===== config.mk =====
export PLATFORM = sky130hd
export DESIGN_NAME = bresenham_line_raster
export DESIGN_NICKNAME = d
export VERILOG_FILES = /design/src/rtl/core/blr_pkg.sv /design/src/rtl/core/blr_step.sv /design/src/rtl/core/blr_fsm.sv /design/src/rtl/core/bresenham_line_raster.sv
export VERILOG_INCLUDE_DIRS = /design/src /design/src/rtl/core
export SDC_FILE = /design/constraint.sdc
export NUM_CORES = 1
export LEC_CHECK = 0
export ABC_AREA = 0
export BUFFER_PORTS_ARGS = -buffer_cell sky130_fd_sc_hd__buf_2
export CAP_MARGIN = 0
export CORE_ASPECT_RATIO = 1.2
export CORE_MARGIN = 2
export CORE_UTILIZATION = 40
export CTS_CLUSTER_SIZE = 20
export DETAILED_ROUTE_END_ITERATION = 7
export PLACE_DENSITY_LB_ADDON = 0.08
export SKIP_CTS_REPAIR_TIMING = 1
export SLEW_MARGIN = 20
export SYNTH_ARGS = -nofsm -noshare
export SYNTH_HDL_FRONTEND = slang
export SYNTH_HIERARCHICAL = 1
export SYNTH_SLANG_ARGS = --single-unit

===== constraint.sdc =====
create_clock -name clk -period 9.2 [get_ports clk]
set_input_delay 0.92 -clock clk [delete_from_list [all_inputs] [get_ports clk]]
set_output_delay 0.92 -clock clk [all_outputs]
set_load 0.1 [all_outputs]

===== src/rtl/core/bresenham_line_raster_defines.svh =====
`ifndef BRESENHAM_LINE_RASTER_DEFINES_SVH
`define BRESENHAM_LINE_RASTER_DEFINES_SVH

// same-cycle implication, checked outside reset
`define BLR_ASSERT_SAME(label, clk, rst_n, ante, cons, msg) \
    label: assert property (@(posedge clk) disable iff (!rst_n) (ante) |-> (cons)) \
        else $error(msg);

// next-cycle implication, checked outside reset
`define BLR_ASSERT_NEXT(label, clk, rst_n, ante, cons, msg) \
    label: assert property (@(posedge clk) disable iff (!rst_n) (ante) |=> (cons)) \
        else $error(msg);

`endif


===== src/rtl/core/blr_pkg.sv =====
package blr_pkg;

    localparam int COORD_W        = 6;
    localparam int COLOR_W        = 8;
    localparam int COORD_BITS_DEF = 6;

    typedef enum logic [1:0] {
        ST_IDLE,
        ST_SETUP,
        ST_RUN
    } state_t;

    typedef struct packed {
        logic cmd_ready;
        logic load;
        logic setup;
        logic pix_valid;
        logic step;
    } ctrl_t;

endpackage


===== src/rtl/core/blr_step.sv =====
module blr_step import blr_pkg::*; #(
    parameter int COORD_BITS = COORD_BITS_DEF,
    parameter int D_W        = COORD_BITS + 4
) (
    input  logic                         rising,
    input  logic signed [D_W-1:0]        d,
    input  logic signed [D_W-1:0]        inc_hold,
    input  logic signed [D_W-1:0]        inc_move,
    input  logic        [COORD_BITS-1:0] maj,
    input  logic        [COORD_BITS-1:0] mnr,
    output logic signed [D_W-1:0]        d_next,
    output logic        [COORD_BITS-1:0] maj_next,
    output logic        [COORD_BITS-1:0] mnr_next
);

    logic                  d_pos;
    logic                  move;
    logic signed [D_W-1:0] inc;

    // minor axis moves when the midpoint falls on the far side
    assign d_pos    = (d > 0);
    assign move     = rising ? d_pos : !d_pos;
    assign inc      = move ? inc_move : inc_hold;
    assign d_next   = d + inc;
    assign maj_next = maj + COORD_BITS'(1);

    always_comb
    begin
        if (!move)
        begin
            mnr_next = mnr;
        end
        else if (rising)
        begin
            mnr_next = mnr + COORD_BITS'(1);
        end
        else
        begin
            mnr_next = mnr - COORD_BITS'(1);
        end
    end

endmodule


===== src/rtl/core/blr_fsm.sv =====
`include "bresenham_line_raster_defines.svh"

module blr_fsm import blr_pkg::*; (
    input  logic  clk,
    input  logic  rst_n,
    input  logic  cmd_valid,
    input  logic  pix_ready,
    input  logic  fin,
    output ctrl_t ctrl
);

    state_t state_reg;
    state_t state_next;

    always_ff @(posedge clk or negedge rst_n)
    begin
        if (!rst_n)
        begin
            state_reg <= ST_IDLE;
        end
        else
        begin
            state_reg <= state_next;
        end
    end

    always_comb
    begin
        state_next = state_reg;
        unique case (state_reg)
            ST_IDLE:
            begin
                if (cmd_valid)
                begin
                    state_next = ST_SETUP;
                end
            end
            ST_SETUP:
            begin
                state_next = ST_RUN;
            end
            ST_RUN:
            begin
                if (pix_ready && fin)
                begin
                    state_next = ST_IDLE;
                end
            end
            default:
            begin
                state_next = ST_IDLE;
            end
        endcase
    end

    always_comb
    begin
        ctrl = '0;
        unique case (state_reg)
            ST_IDLE:
            begin
                ctrl.cmd_ready = 1'b1;
                ctrl.load      = cmd_valid;
            end
            ST_SETUP:
            begin
                ctrl.setup = 1'b1;
            end
            ST_RUN:
            begin
                ctrl.pix_valid = 1'b1;
                ctrl.step      = pix_ready && !fin;
            end
            default:
            begin
                ctrl = '0;
            end
        endcase
    end

    `BLR_ASSERT_SAME(a_no_overlap, clk, rst_n, 1'b1, !(ctrl.cmd_ready && ctrl.pix_valid), "ready while a word is pending")
    `BLR_ASSERT_NEXT(a_load_setup, clk, rst_n, ctrl.load, state_reg == ST_SETUP, "load not followed by setup")
    `BLR_ASSERT_NEXT(a_setup_run, clk, rst_n, ctrl.setup, ctrl.pix_valid, "setup not followed by output")
    `BLR_ASSERT_NEXT(a_last_idle, clk, rst_n, ctrl.pix_valid && pix_ready && fin, ctrl.cmd_ready, "no return to idle after last word")

endmodule


===== src/rtl/core/bresenham_line_raster.sv =====
// the accepted command is latched, the setup state registers the line parameters,
// and in the run state the first pixel word can be taken; one decision adder steps
// a line's n pixels (major extent + 1, up to 64) one a cycle while pix_ready is high
// cmd_ready stays low from acceptance until the last word is taken
// rst_n clears the sequencer to idle asynchronously; data registers are not reset
module bresenham_line_raster import blr_pkg::*; #(
    parameter int COORD_BITS = COORD_BITS_DEF
) (
    input  logic               clk,
    input  logic               rst_n,
    input  logic               cmd_valid,
    output logic               cmd_ready,
    input  logic [COORD_W-1:0] start_x,
    input  logic [COORD_W-1:0] start_y,
    input  logic [COORD_W-1:0] end_x,
    input  logic [COORD_W-1:0] end_y,
    input  logic [COLOR_W-1:0] color,
    output logic               pix_valid,
    input  logic               pix_ready,
    output logic [COORD_W-1:0] point_x,
    output logic [COORD_W-1:0] point_y,
    output logic [COLOR_W-1:0] pixel_value,
    output logic               last
);

    localparam int CB  = COORD_BITS;
    localparam int D_W = COORD_BITS + 4;

    ctrl_t ctrl;

    logic [CB-1:0]         ax_reg, ay_reg, bx_reg, by_reg;
    logic [COLOR_W-1:0]    color_reg;
    logic [CB-1:0]         maj_reg, mnr_reg, maj_end_reg;
    logic signed [D_W-1:0] d_reg, inc_hold_reg, inc_move_reg;
    logic                  rising_reg, along_x_reg;

    logic signed [CB:0]    ex, ey, aex, aey;
    logic                  along_x, swap;
    logic [CB-1:0]         sax, say, sbx, sby;
    logic [CB-1:0]         maj0, mnr0, maj_end0;
    logic signed [CB:0]    dmaj, dmin;
    logic signed [D_W-1:0] dmaj_w, dmin_w;
    logic                  rising0;
    logic signed [D_W-1:0] d0, inc_hold0, inc_move0;

    logic signed [D_W-1:0] d_next;
    logic [CB-1:0]         maj_next, mnr_next;
    logic                  fin;

    // line setup from the latched endpoints
    always_comb
    begin
        ex      = signed'({1'b0, bx_reg}) - signed'({1'b0, ax_reg});
        ey      = signed'({1'b0, by_reg}) - signed'({1'b0, ay_reg});
        aex     = ex[CB] ? -ex : ex;
        aey     = ey[CB] ? -ey : ey;
        along_x = aex > aey;
        swap    = along_x ? (bx_reg < ax_reg) : (by_reg < ay_reg);
        sax     = swap ? bx_reg : ax_reg;
        say     = swap ? by_reg : ay_reg;
        sbx     = swap ? ax_reg : bx_reg;
        sby     = swap ? ay_reg : by_reg;
        if (along_x)
        begin
            maj0     = sax;
            mnr0     = say;
            maj_end0 = sbx;
            dmaj     = signed'({1'b0, sbx}) - signed'({1'b0, sax});
            dmin     = signed'({1'b0, sby}) - signed'({1'b0, say});
        end
        else
        begin
            maj0     = say;
            mnr0     = sax;
            maj_end0 = sby;
            dmaj     = signed'({1'b0, sby}) - signed'({1'b0, say});
            dmin     = signed'({1'b0, sbx}) - signed'({1'b0, sax});
        end
        dmaj_w    = D_W'(dmaj);
        dmin_w    = D_W'(dmin);
        rising0   = !dmin[CB];
        inc_hold0 = dmin_w <<< 1;
        d0        = rising0 ? (inc_hold0 - dmaj_w) : (inc_hold0 + dmaj_w);
        inc_move0 = rising0 ? ((dmin_w - dmaj_w) <<< 1) : ((dmin_w + dmaj_w) <<< 1);
    end

    assign fin = (maj_reg >= maj_end_reg);

    blr_fsm u_fsm (
        .clk       (clk),
        .rst_n     (rst_n),
        .cmd_valid (cmd_valid),
        .pix_ready (pix_ready),
        .fin       (fin),
        .ctrl      (ctrl)
    );

    blr_step #(
        .COORD_BITS (COORD_BITS),
        .D_W        (D_W)
    ) u_step (
        .rising   (rising_reg),
        .d        (d_reg),
        .inc_hold (inc_hold_reg),
        .inc_move (inc_move_reg),
        .maj      (maj_reg),
        .mnr      (mnr_reg),
        .d_next   (d_next),
        .maj_next (maj_next),
        .mnr_next (mnr_next)
    );

    always_ff @(posedge clk)
    begin
        if (ctrl.load)
        begin
            ax_reg    <= start_x[CB-1:0];
            ay_reg    <= start_y[CB-1:0];
            bx_reg    <= end_x[CB-1:0];
            by_reg    <= end_y[CB-1:0];
            color_reg <= color;
        end
        if (ctrl.setup)
        begin
            maj_reg      <= maj0;
            mnr_reg      <= mnr0;
            maj_end_reg  <= maj_end0;
            d_reg        <= d0;
            inc_hold_reg <= inc_hold0;
            inc_move_reg <= inc_move0;
            rising_reg   <= rising0;
            along_x_reg  <= along_x;
        end
        else if (ctrl.step)
        begin
            maj_reg <= maj_next;
            mnr_reg <= mnr_next;
            d_reg   <= d_next;
        end
    end

    assign cmd_ready   = ctrl.cmd_ready;
    assign pix_valid   = ctrl.pix_valid;
    assign point_x     = COORD_W'(along_x_reg ? maj_reg : mnr_reg);
    assign point_y     = COORD_W'(along_x_reg ? mnr_reg : maj_reg);
    assign pixel_value = color_reg;
    assign last        = fin;

endmodule


# == After elaboration in Yosys (flattened, before gate mapping) ==
# Cells that the tools add are included.
# W data, S select, Z words.
# op_classes
n_reduce_logical,10
eq_ne,4
mux,32
order_cmp,5
addsub,14
# ops
cell,count
$mux W6,15
$mux W10,5
$mux W7,4
$sub A6 B6 Y7,4
$neg A7 Y7,2
$add A6 B1 Y6 const B,2
$lt A6 B6 Y1,2
$add A10 B10 Y10,1
$gt A10 B1 Y1 const B,1
$add A8 B7 Y9,1
$sub A8 B7 Y9,1
$add A7 B7 Y8,1
$mux W2,4
$sub A7 B7 Y8,1
$gt A7 B7 Y1,1
$ge A6 B6 Y1,1
$pmux W2 S3,1
$sub A6 B1 Y6 const B,1
$reduce_and A2 Y1,2
$reduce_bool A2 Y1,2
$logic_not A1 Y1,3
$mux W1,3
$eq A2 B1 Y1 const B,1
$eq A2 B2 Y1 const B,1
4 further kinds,5
# word_totals
input_bits,36
regBits,81

# == Depth between registers and ports, before layout ==
# Gate-level depths: netlist (run 1).
# depth
ltp_word,11
depth_mapped,41
mapped_depth_nobuf,39

# == By module ==
# The synthesis (run 1) kept the hierarchy.
# by_module_without_submodules
mod,instances,seq_area_each_um2,area_per_inst_um2,cells_per_inst
bresenham_line_raster,1,2312.2,6069.6,618
blr_step,1,0.0,868.3,101
blr_fsm,1,50.0,101.3,10

# == Worst setup path before layout (run 1) ==
# No wires, ideal clock.
# synth_path
path_type,register -> register
startpoint,reg by_reg[2]
endpoint,"reg inc_move_reg[8], data pin"
path_stages_with_launch,38
setup_slack_ps,2038
synth_period_minus_slack_ps,7162
required_time_ps,8936
t_arrival_ps,6898
path_cell_list,edfxtp_1 ha_1 buf_1 a21oi_1 o21bai_1 a21oi_1 nor2_1 nor2_1 o21ai_0 xor2_1 ha_1 a21o_1 a2111o_1 o21ai_2 and2_2 nor2_2 nor3_1 nor2_1 [2 not listed] a21oi_1 a2111o_1 o21ai_1 o221ai_1 o2bb2ai_1 buf_2 buf_2 nand2_1 o21a_1 ha_1 a21o_1 a21oi_1 o21bai_1 a21oi_1 o21bai_1 nor3b_1 o211ai_1 nand3_1
# synth_via
elab_chain_cells,10
word_cells_on_any_way,17
cone_classes,6 x add/sub; 2 x order compare; 9 x mux
# synth_rtl
element,line_no,source
start: declaration,bresenham_line_raster.sv:31,"logic [CB-1:0] ax_reg, ay_reg, bx_reg, by_reg;"
start signal: assignment,bresenham_line_raster.sv:120,by_reg <= end_y[CB-1:0];
$sub A6 B6 Y7,bresenham_line_raster.sv:54,"ey = signed'({1'b0, by_reg}) - signed'({1'b0, ay_reg});"
$neg A7 Y7,bresenham_line_raster.sv:56,aey = ey[CB] ? -ey : ey;
$mux W7,bresenham_line_raster.sv:56,
$gt A7 B7 Y1,bresenham_line_raster.sv:57,along_x = aex > aey;
$mux W1,bresenham_line_raster.sv:58,swap = along_x ? (bx_reg < ax_reg) : (by_reg < ay_reg);
$mux W6 (on tied branches),-,
$sub A6 B6 Y7 (on tied branches),"bresenham_line_raster.sv:77, bresenham_line_raster.sv:69",
$mux W7 *,bresenham_line_raster.sv:63,if (along_x)
via dmin[6],bresenham_line_raster.sv:41,"logic signed [CB:0] dmaj, dmin;"
$sub A7 B7 Y8 or $add A7 B7 Y8 (tied branches),bresenham_line_raster.sv:84,inc_move0 = rising0 ? ((dmin_w - dmaj_w) <<< 1) : ((dmin_w + dmaj_w) <<< 1);
$mux W10 *,bresenham_line_raster.sv:84,
via inc_move0[8],bresenham_line_raster.sv:44,"logic signed [D_W-1:0] d0, inc_hold0, inc_move0;"
end signal: assignment,bresenham_line_raster.sv:130,inc_move_reg <= inc_move0;
end: declaration,bresenham_line_raster.sv:34,"logic signed [D_W-1:0] d_reg, inc_hold_reg, inc_move_reg;"
# Mark *: on every way through the listed nets, which the timed path passes. The rest lies on a longest branch.
# A chain may end at the register's enable or synchronous reset.

# == Final worst setup path (run 1) ==
# layout_path
startpoint,reg ax_reg[1]
endpoint,"reg inc_move_reg[8], data pin"
# layout_via
elab_chain_cells,10
word_cells_on_any_way,17
cone_classes,6 x add/sub; 2 x order compare; 9 x mux
# layout_rtl
element,line_no,source
start: declaration,bresenham_line_raster.sv:31,
start signal: assignment,bresenham_line_raster.sv:117,ax_reg <= start_x[CB-1:0];
$sub A6 B6 Y7,bresenham_line_raster.sv:53,"ex = signed'({1'b0, bx_reg}) - signed'({1'b0, ax_reg});"
$neg A7 Y7,bresenham_line_raster.sv:55,aex = ex[CB] ? -ex : ex;
$mux W7,bresenham_line_raster.sv:55,
$gt A7 B7 Y1,bresenham_line_raster.sv:57,
$mux W1,bresenham_line_raster.sv:58,
$mux W6 (on tied branches),-,
$sub A6 B6 Y7 (on tied branches),-,
$mux W7,bresenham_line_raster.sv:63,
$sub A7 B7 Y8 or $add A7 B7 Y8 (tied branches),bresenham_line_raster.sv:84,
$mux W10 *,bresenham_line_raster.sv:84,
via inc_move0[8],bresenham_line_raster.sv:44,
# Marks and branches as above.

==> flow_metrics.env, run 1 <==
export IMPL_antenna_found_initial=0
export IMPL_vias=5463
export IMPL_finalWirelength_mm=17.41
export IMPL_grt_pass1_wl_mm=28.12
export IMPL_layout_common_cells="edfxtp_1, ha_1, nor2_1"
export IMPL_r2r_start="ax_reg[1]"
export IMPL_synth_warnings=6
export IMPL_port_buffers=58
export IMPL_dp_hpwl_mm=13.76
export IMPL_fin_crit_sh_pct=87.13
export IMPL_syn2layout_area_growth_pct=11.13
export IMPL_worstSetupPathType="reg2reg"
export IMPL_reg2reg_slack_ns=1.18
export IMPL_synth_cell_types=80
export IMPL_crit_required_ns=9.29
export IMPL_critPathTopFamily="compound AO/OA/AOI/OAI gates"
export IMPL_cp_max_fo=12
export IMPL_ant_nets=0
export IMPL_synthCells=729
export IMPL_dieArea_um2=18680
export IMPL_final_common_cell="edfxtp_1"
export IMPL_numCtsBuffers=9
export IMPL_crit_end="inc_move_reg[8]"
export IMPL_clk_latency_ns=0.34
export IMPL_fin_tns_setup_ns=0
export IMPL_ys_ff_latch=79
export IMPL_vias_per_cell=5.430
export IMPL_place_congestion=0.8635
export IMPL_h_tree_depth=3
export IMPL_drcViolationCount=0
export IMPL_nNetsFinal=888
export IMPL_relSlewSlack_pct=57.49
export IMPL_cp_data_arrival_time_ns=8.11
export IMPL_drt_first_pass_iters=6
export IMPL_cp_startpoint="ax_reg[1]"
export IMPL_grt_max_degree=53
export IMPL_synth_main_ff_cell="edfxtp_1"
export IMPL_fmax_mhz=124.7
export IMPL_maxCapViolCount=0
export IMPL_largest_reg_flops=10
export IMPL_ff2ff_path_depth=34
export IMPL_cp_end_kind="register"
export IMPL_coreArea_um2=17370
export IMPL_status="finished, final reports clean"
export IMPL_setup_viol=0
export IMPL_grtUsageTotal_pct=18.86
export IMPL_rsz0062_at_grt="false"
export IMPL_fin_crit_ns=8.016
export IMPL_die_w_um=125.1
export IMPL_overflow=0
export IMPL_hold_class="in2async"
export IMPL_initial_utilization_pct=40.52
export IMPL_drive_above_1_share_pct=18.83
export IMPL_antenna_cells=0
export IMPL_cpMaxStageDelayCell="edfxtp_1"
export IMPL_startpoint_type="register"
export IMPL_die_h_um=149.3
export IMPL_syn_area_per_cell_um2=9.656
export IMPL_synth_seq_area_share_pct=33.56
export IMPL_clock_sinks=79
export IMPL_synth_edff_count=77
export IMPL_crit_buf_inv=1
export IMPL_tightest_slew_ns=0.6318
export IMPL_routedWlPerCell_um=17.31
export IMPL_final_hold_violation_count=0
export IMPL_reg2reg_to="inc_move_reg[8]"
export IMPL_first_global_vias=5511
export IMPL_dr_first_iter_drc_count=302
export IMPL_clock_path_buffers=2
export IMPL_worst_path_stages=34
export IMPL_synth_async_reset_ratio_pct=2.532
export IMPL_root_buffer="clkbuf_16"
export IMPL_maxSlewViolCount=0
export IMPL_pin_count=59
export IMPL_synth_cell_area_um2=7039
export IMPL_num_rows=53
export IMPL_skew_ns=0.01562
export IMPL_crit_top_cell="ha_1"
export IMPL_tritoncts="yes"
export IMPL_clk_pin_slew_ns=0.07
export IMPL_cp_slowest_stage_delay_ns=0.52
## synth_stat cells (4+ instances only)
cell type,n,share of area [%]
xnor2_1,36,4.5
nor3_1,9,0.64
nand2_1,54,2.9
nor2_1,62,3.3
o21a_1,4,0.43
buf_6,5,0.80
o21bai_1,9,0.96
o211ai_1,4,0.43
a21o_1,14,1.5
a211oi_1,8,0.85
buf_2,4,0.28
fa_1,7,2.0
or3_1,4,0.36
mux2_2,40,6.4
nor4_1,8,0.71
mux2i_1,24,3.4
o21ai_0,35,2.5
inv_1,56,3.0
o211a_1,4,0.57
nand2b_1,11,0.98
clkbuf_1,7,0.37
a31oi_1,11,0.98
a21oi_1,47,3.3
ha_1,64,11
nor2b_1,6,0.53
xor2_1,19,2.4
nand3_1,17,1.2
buf_1,7,0.37
edfxtp_1,77,33
## per-stage QoR
step / instance area (µm²) / setup WS, ns / hold slack (ns) / instances / util, %
3_5_place_dp: 7523 / 1.281 / 0.6225 / 990 / 43.30
2_1_floorplan: 7043 / 2.038 / 0.6244 / 730 / -
5_1_grt: 7823 / 0.4779 / 0.3304 / 1006 / 45.02
3_3_place_gp: 7523 / 1.439 / 0.6069 / 990 / 43.30
4_1_cts: 7823 / 1.233 / 0.3283 / 1006 / 45.02
6_report: 7823 / 1.184 / 0.3410 / 1006 / 45.02
## worst register-to-register path: cells and delay by family, from the launching register on
family	cells	cell delay (ns)
AOI/OAI and AO/OA	17	3.87
xor gates and xnor gates	2	0.34
adders and majority gates	4	1.16
buffers and inverters	1	0.16
DFF	1	0.52
and+or+nand+nor	10	1.72
## how the worst min path moves through the flow
stage                       startpoint                 end  slack, ns  depth (start not counted)
floorplan                        rst_n  u_fsm/state_reg[0]       0.62                          0
global placement    u_fsm/state_reg[0]  u_fsm/state_reg[1]       0.61                          2
detailed placement  u_fsm/state_reg[0]  u_fsm/state_reg[1]       0.62                          2
CTS                              rst_n  u_fsm/state_reg[1]       0.33                          1
global route                     rst_n  u_fsm/state_reg[1]       0.33                          1
finish                           rst_n  u_fsm/state_reg[1]       0.34                          1
## final cells by class
cell class | count | area [µm²]
fillers | 1727 | 9552
clock buffers | 9 | 225.2
flip-flops and latches | 79 | 2362
inverters | 58 | 217.7
multi-input cells | 568 | 4325
well taps | 220 | 275.3
repair buffers | 65 | 342.8
clock inverters | 7 | 73.82
## cells by family (layout without fill, tap and decap cells)
family          count (synthesis)  count (layout)  share of synthesized area [%]
flops                          79              79                          33.56
xor+xnor                       56              56                          7.234
mux                            67              67                          10.77
fa+ha+maj                      71              71                          13.37
buf+inv                        83             139                          5.243
compound gates                171             171                          15.93
other cells                     1               2                        0.05327
simple gates                  201             201                          13.85
## metal layers
metal	track usage, %	wire, µm	up-vias
met5	0	0	-
met4	6.056	335	0
met3	2.834	504	19
met2	34.54	8991	94
met1	22.73	7580	2600
li1	-	-	2750
Power of run 1 is left out: the tool's default activity adds up to more than one toggle a clock period on the data nets, which glitch-free logic cannot reach.
==> run 2: changes to the inputs <==
PLACE_DENSITY_LB_ADDON = 0.05   (was 0.08)
==> run 2 against run 1 <==
Utilization hardly changed. Final cell count is essentially flat. Cell area about the same. Count of clock-buffer cells in the layout is the same. Sequential cell count unchanged. Critical path type unchanged. Highest routed layer unchanged.
==> flow_metrics.env, run 2 (synthesis gave the netlist of run 1 again) <==
export IMPL_status="finished, final reports clean"
export IMPL_finalWirelength_mm=17.65
export IMPL_fin_crit_sh_pct=89.72
export IMPL_relSlewSlack_pct=44.87
export IMPL_hold_class="in2async"
export IMPL_place_congestion=0.8890
export IMPL_maxSlewViolCount=0
export IMPL_grt_max_degree=53
export IMPL_drcViolationCount=0
export IMPL_utilization_pct=45.00
export IMPL_numCtsBuffers=9
export IMPL_dr_first_iter_drc_count=292
export IMPL_vias=5439
export IMPL_clock_sinks=79
export IMPL_grt_pass1_wl_mm=28.46
export IMPL_h_tree_depth=3
export IMPL_startpoint_type="register"
export IMPL_cp_end_kind="register"
export IMPL_pin_count=59
export IMPL_maxCapViolCount=0
export IMPL_dp_slack_ns=1.012
export IMPL_syn2layout_area_growth_pct=11.07
export IMPL_drive_above_1_share_pct=18.73
export IMPL_antenna_found_initial=0
export IMPL_initial_utilization_pct=40.52
export IMPL_setup_viol=0
export IMPL_drt_first_pass_iters=4
export IMPL_fill_cells=1682
export IMPL_ant_nets=0
export IMPL_overflow=0
export IMPL_port_buffers=58
export IMPL_antenna_cells=0
export IMPL_clock_path_buffers=2
export IMPL_fin_crit_ns=8.254
export IMPL_cp_slowest_stage_delay_ns=0.52
export IMPL_worstSetupPathType="reg2reg"
export IMPL_final_hold_violation_count=0
export IMPL_die_w_um=125.1
export IMPL_fmax_mhz=121.2
export IMPL_tritoncts="yes"
export IMPL_dp_hpwl_mm=13.81
export IMPL_fin_tns_setup_ns=0
export IMPL_cpMaxStageDelayCell="o2bb2ai_2"
export IMPL_num_rows=53
export IMPL_dieArea_um2=18680
export IMPL_die_h_um=149.3
export IMPL_largest_reg_flops=10
export IMPL_clk_latency_ns=0.35
export IMPL_tightest_slew_ns=0.8194
export IMPL_first_global_vias=5615
export IMPL_routedWlPerCell_um=17.57
export IMPL_vias_per_cell=5.412
export IMPL_final_common_cell="edfxtp_1"
export IMPL_skew_ns=0.007872
export IMPL_setup_ws_ns=0.9462
export IMPL_root_buffer="clkbuf_16"
export IMPL_clk_pin_slew_ns=0.07
export IMPL_layout_common_cells="edfxtp_1, ha_1, nor2_1"
export IMPL_nNetsFinal=887
export IMPL_rsz0062_at_grt="false"
export IMPL_crit_top_cell="a21oi_1"
export IMPL_cp_max_fo=13
export IMPL_coreArea_um2=17370
export IMPL_cp_data_arrival_time_ns=8.34
export IMPL_grtUsageTotal_pct=19.36
export IMPL_crit_required_ns=9.29
run 2: stage by stage:
stage	hold WS [ns]	area, µm²	cells
floorplan	0.6244	7043	730
detailed placement	0.6161	7516	989
CTS	0.3156	7819	1005
global placement	0.6101	7516	989
global route	0.3229	7819	1005
finish	0.3336	7819	1005
run 2: path summary, 6_finish.rpt:
kind	start	to	slack [ns]	depth (start not counted)
min in group clk	u_fsm/state_reg[0]	u_fsm/state_reg[1]	0.63	2
setup / recovery	by_reg[2]	inc_move_reg[8]	0.95	34
hold reg to reg	u_fsm/state_reg[0]	u_fsm/state_reg[1]	0.63	2
max in group asynchronous	rst_n	u_fsm/state_reg[1]	8.77	1
setup reg to reg	by_reg[2]	inc_move_reg[8]	0.95	34
hold / removal	rst_n	u_fsm/state_reg[0]	0.33	1
run 2: layout make-up:
type                    count  area [µm²]  area share, %
repair buffers             64       335.3          4.289
flip-flops and latches     79        2362          30.21
multi-input cells         568        4325          55.32
inverters                  58       217.7          2.784
clock inverters             7       77.57         0.9922
clock buffers               9       225.2          2.880
well taps                 220       275.3          3.521
run 2: worst max-delay path, delay by kind of cell, from the launching register on:
kind / cells / cell delay, ns
AO/OA/AOI/OAI: 20 / 4.44
AND/OR/NAND/NOR: 9 / 1.60
adder cells (fa/ha/maj): 4 / 1.31
flip-flops: 1 / 0.45
XOR/XNOR: 1 / 0.17
run 2: metal layers:
metal	vias to the layer above	global-route usage [%]	share of wire, %
li1	2749	-	-
met1	2589	23.40	44
met2	74	33.99	50
met3	27	3.013	2.1
met4	0	8.889	3.4
met5	-	0	0
Power of run 2 is left out for the same reason.
==> run 3: changes to the inputs <==
GPL_TIMING_DRIVEN = 0   (was unset)
REMOVE_ABC_BUFFERS = 1   (was unset)
==> run 3 against run 2 <==
Die area unchanged. Critical path depth is 3 higher. Via count increased by 0.39%. Non-clock buffer count grew 1. Cell area rose by 1.2%.
==> flow_metrics.env, run 3 (synthesis gave the netlist of run 1 again) <==
export IMPL_status="finished, final reports clean"
export IMPL_finalWirelength_mm=17.32
export IMPL_setup_viol=0
export IMPL_whs_ns=0.3392
export IMPL_cp_max_fo=13
export IMPL_ff2ff_path_depth=37
export IMPL_crit_top_cell="ha_1"
export IMPL_final_hold_violation_count=0
export IMPL_vias=5460
export IMPL_tightest_slew_ns=0.7053
export IMPL_rsz0062_at_grt="false"
export IMPL_cpMaxStageDelayCell="edfxtp_1"
export IMPL_coreArea_um2=17370
export IMPL_layout_common_cells="edfxtp_1, ha_1, nor2_1"
export IMPL_fin_crit_ns=8.489
export IMPL_overflow=0
export IMPL_relSlewSlack_pct=52.98
export IMPL_fill_cells=1672
export IMPL_grt_pass1_wl_mm=27.64
export IMPL_fmax_mhz=117.8
export IMPL_nNetsFinal=889
export IMPL_numCtsBuffers=9
export IMPL_clk_pin_slew_ns=0.07
export IMPL_drcViolationCount=0
export IMPL_dieArea_um2=18680
export IMPL_skew_ns=0.01162
export IMPL_die_h_um=149.3
export IMPL_antenna_found_initial=0
export IMPL_cp_end_kind="register"
export IMPL_syn2layout_area_growth_pct=12.35
export IMPL_maxCapViolCount=0
export IMPL_clk_latency_ns=0.35
export IMPL_tritoncts="yes"
export IMPL_final_common_cell="edfxtp_1"
export IMPL_drive_above_1_share_pct=19.19
export IMPL_first_global_vias=5437
export IMPL_antenna_cells=0
export IMPL_drt_first_pass_iters=5
export IMPL_h_tree_depth=3
export IMPL_die_w_um=125.1
export IMPL_largest_reg_flops=10
export IMPL_num_rows=53
export IMPL_root_buffer="clkbuf_16"
export IMPL_vias_per_cell=5.422
export IMPL_cp_slowest_stage_delay_ns=0.50
export IMPL_grtUsageTotal_pct=18.73
export IMPL_pin_count=59
export IMPL_port_buffers=58
export IMPL_grt_max_degree=36
export IMPL_initial_utilization_pct=40.52
export IMPL_crit_required_ns=9.29
export IMPL_dr_first_iter_drc_count=292
export IMPL_worstSetupPathType="reg2reg"
export IMPL_clock_sinks=79
export IMPL_cp_data_arrival_time_ns=8.58
export IMPL_fin_crit_sh_pct=92.27
export IMPL_hold_class="in2async"
export IMPL_dp_hpwl_mm=13.60
export IMPL_ant_nets=0
export IMPL_clock_path_buffers=2
export IMPL_maxSlewViolCount=0
export IMPL_place_congestion=0.8832
export IMPL_routedWlPerCell_um=17.20
export IMPL_startpoint_type="register"
run 3: cell count changes in the layout (fill, tap and decap cells not counted), sizes merged:
cell	change
buf	+1
bufinv	+1
clkinv	-3
inv	+2
nor2	+1
run 3: critical path: cells and delay by family (launching register included):
kind	cells	cell delay (ns)
xor gates and xnor gates	1	0.17
and+or+nand+nor	11	1.75
AOI/OAI and AO/OA	19	4.09
buffers and inverters	1	0.22
DFF	1	0.50
adders and majority gates	5	1.50
run 3: final cells by class:
| class | count | area (µm²) | share of cell area, % |
|---|---|---|---|
| timing repair buffer | 65 | 379.1 | 4.794 |
| sequential | 79 | 2362 | 29.87 |
| clock inverter | 7 | 83.83 | 1.060 |
| tap | 220 | 275.3 | 3.480 |
| inverter | 58 | 219.0 | 2.769 |
| clock buffer | 9 | 225.2 | 2.848 |
| multi-input combinational | 569 | 4364 | 55.18 |
run 3: metal layers:
metal  track usage [%]  vias up  part of all wire [%]
li1                  -     2757                     -
met1             22.30     2572                    43
met2             33.64      110                    51
met3             3.730       21                   3.1
met4             6.611        0                   2.9
met5                 0        -                     0
run 3: path summary, 6_finish.rpt:
path | start | end | slack [ns]
max | ax_reg[0] | inc_move_reg[8] | 0.71
min | rst_n | u_fsm/state_reg[0] | 0.34
max reg2reg | ax_reg[0] | inc_move_reg[8] | 0.71
min reg2reg | u_fsm/state_reg[0] | u_fsm/state_reg[1] | 0.63
max in group asynchronous | rst_n | u_fsm/state_reg[1] | 8.77
min in group clk | u_fsm/state_reg[0] | u_fsm/state_reg[1] | 0.63
run 3: stage by stage:
step | setup WS, ns | cell area (µm²) | instances | util, % | setup TNS, ns
global route | 0.09277 | 7909 | 1007 | 45.52 | 0
detailed placement | 0.07273 | 7540 | 986 | 43.40 | 0
finish | 0.7114 | 7909 | 1007 | 45.52 | 0
global placement | -1.405 | 7457 | 983 | 42.92 | -8.739
floorplan | 0.5747 | 6892 | 705 | - | 0
CTS | 0.03101 | 7849 | 1002 | 45.18 | 0
Power of run 3 is left out for the same reason.
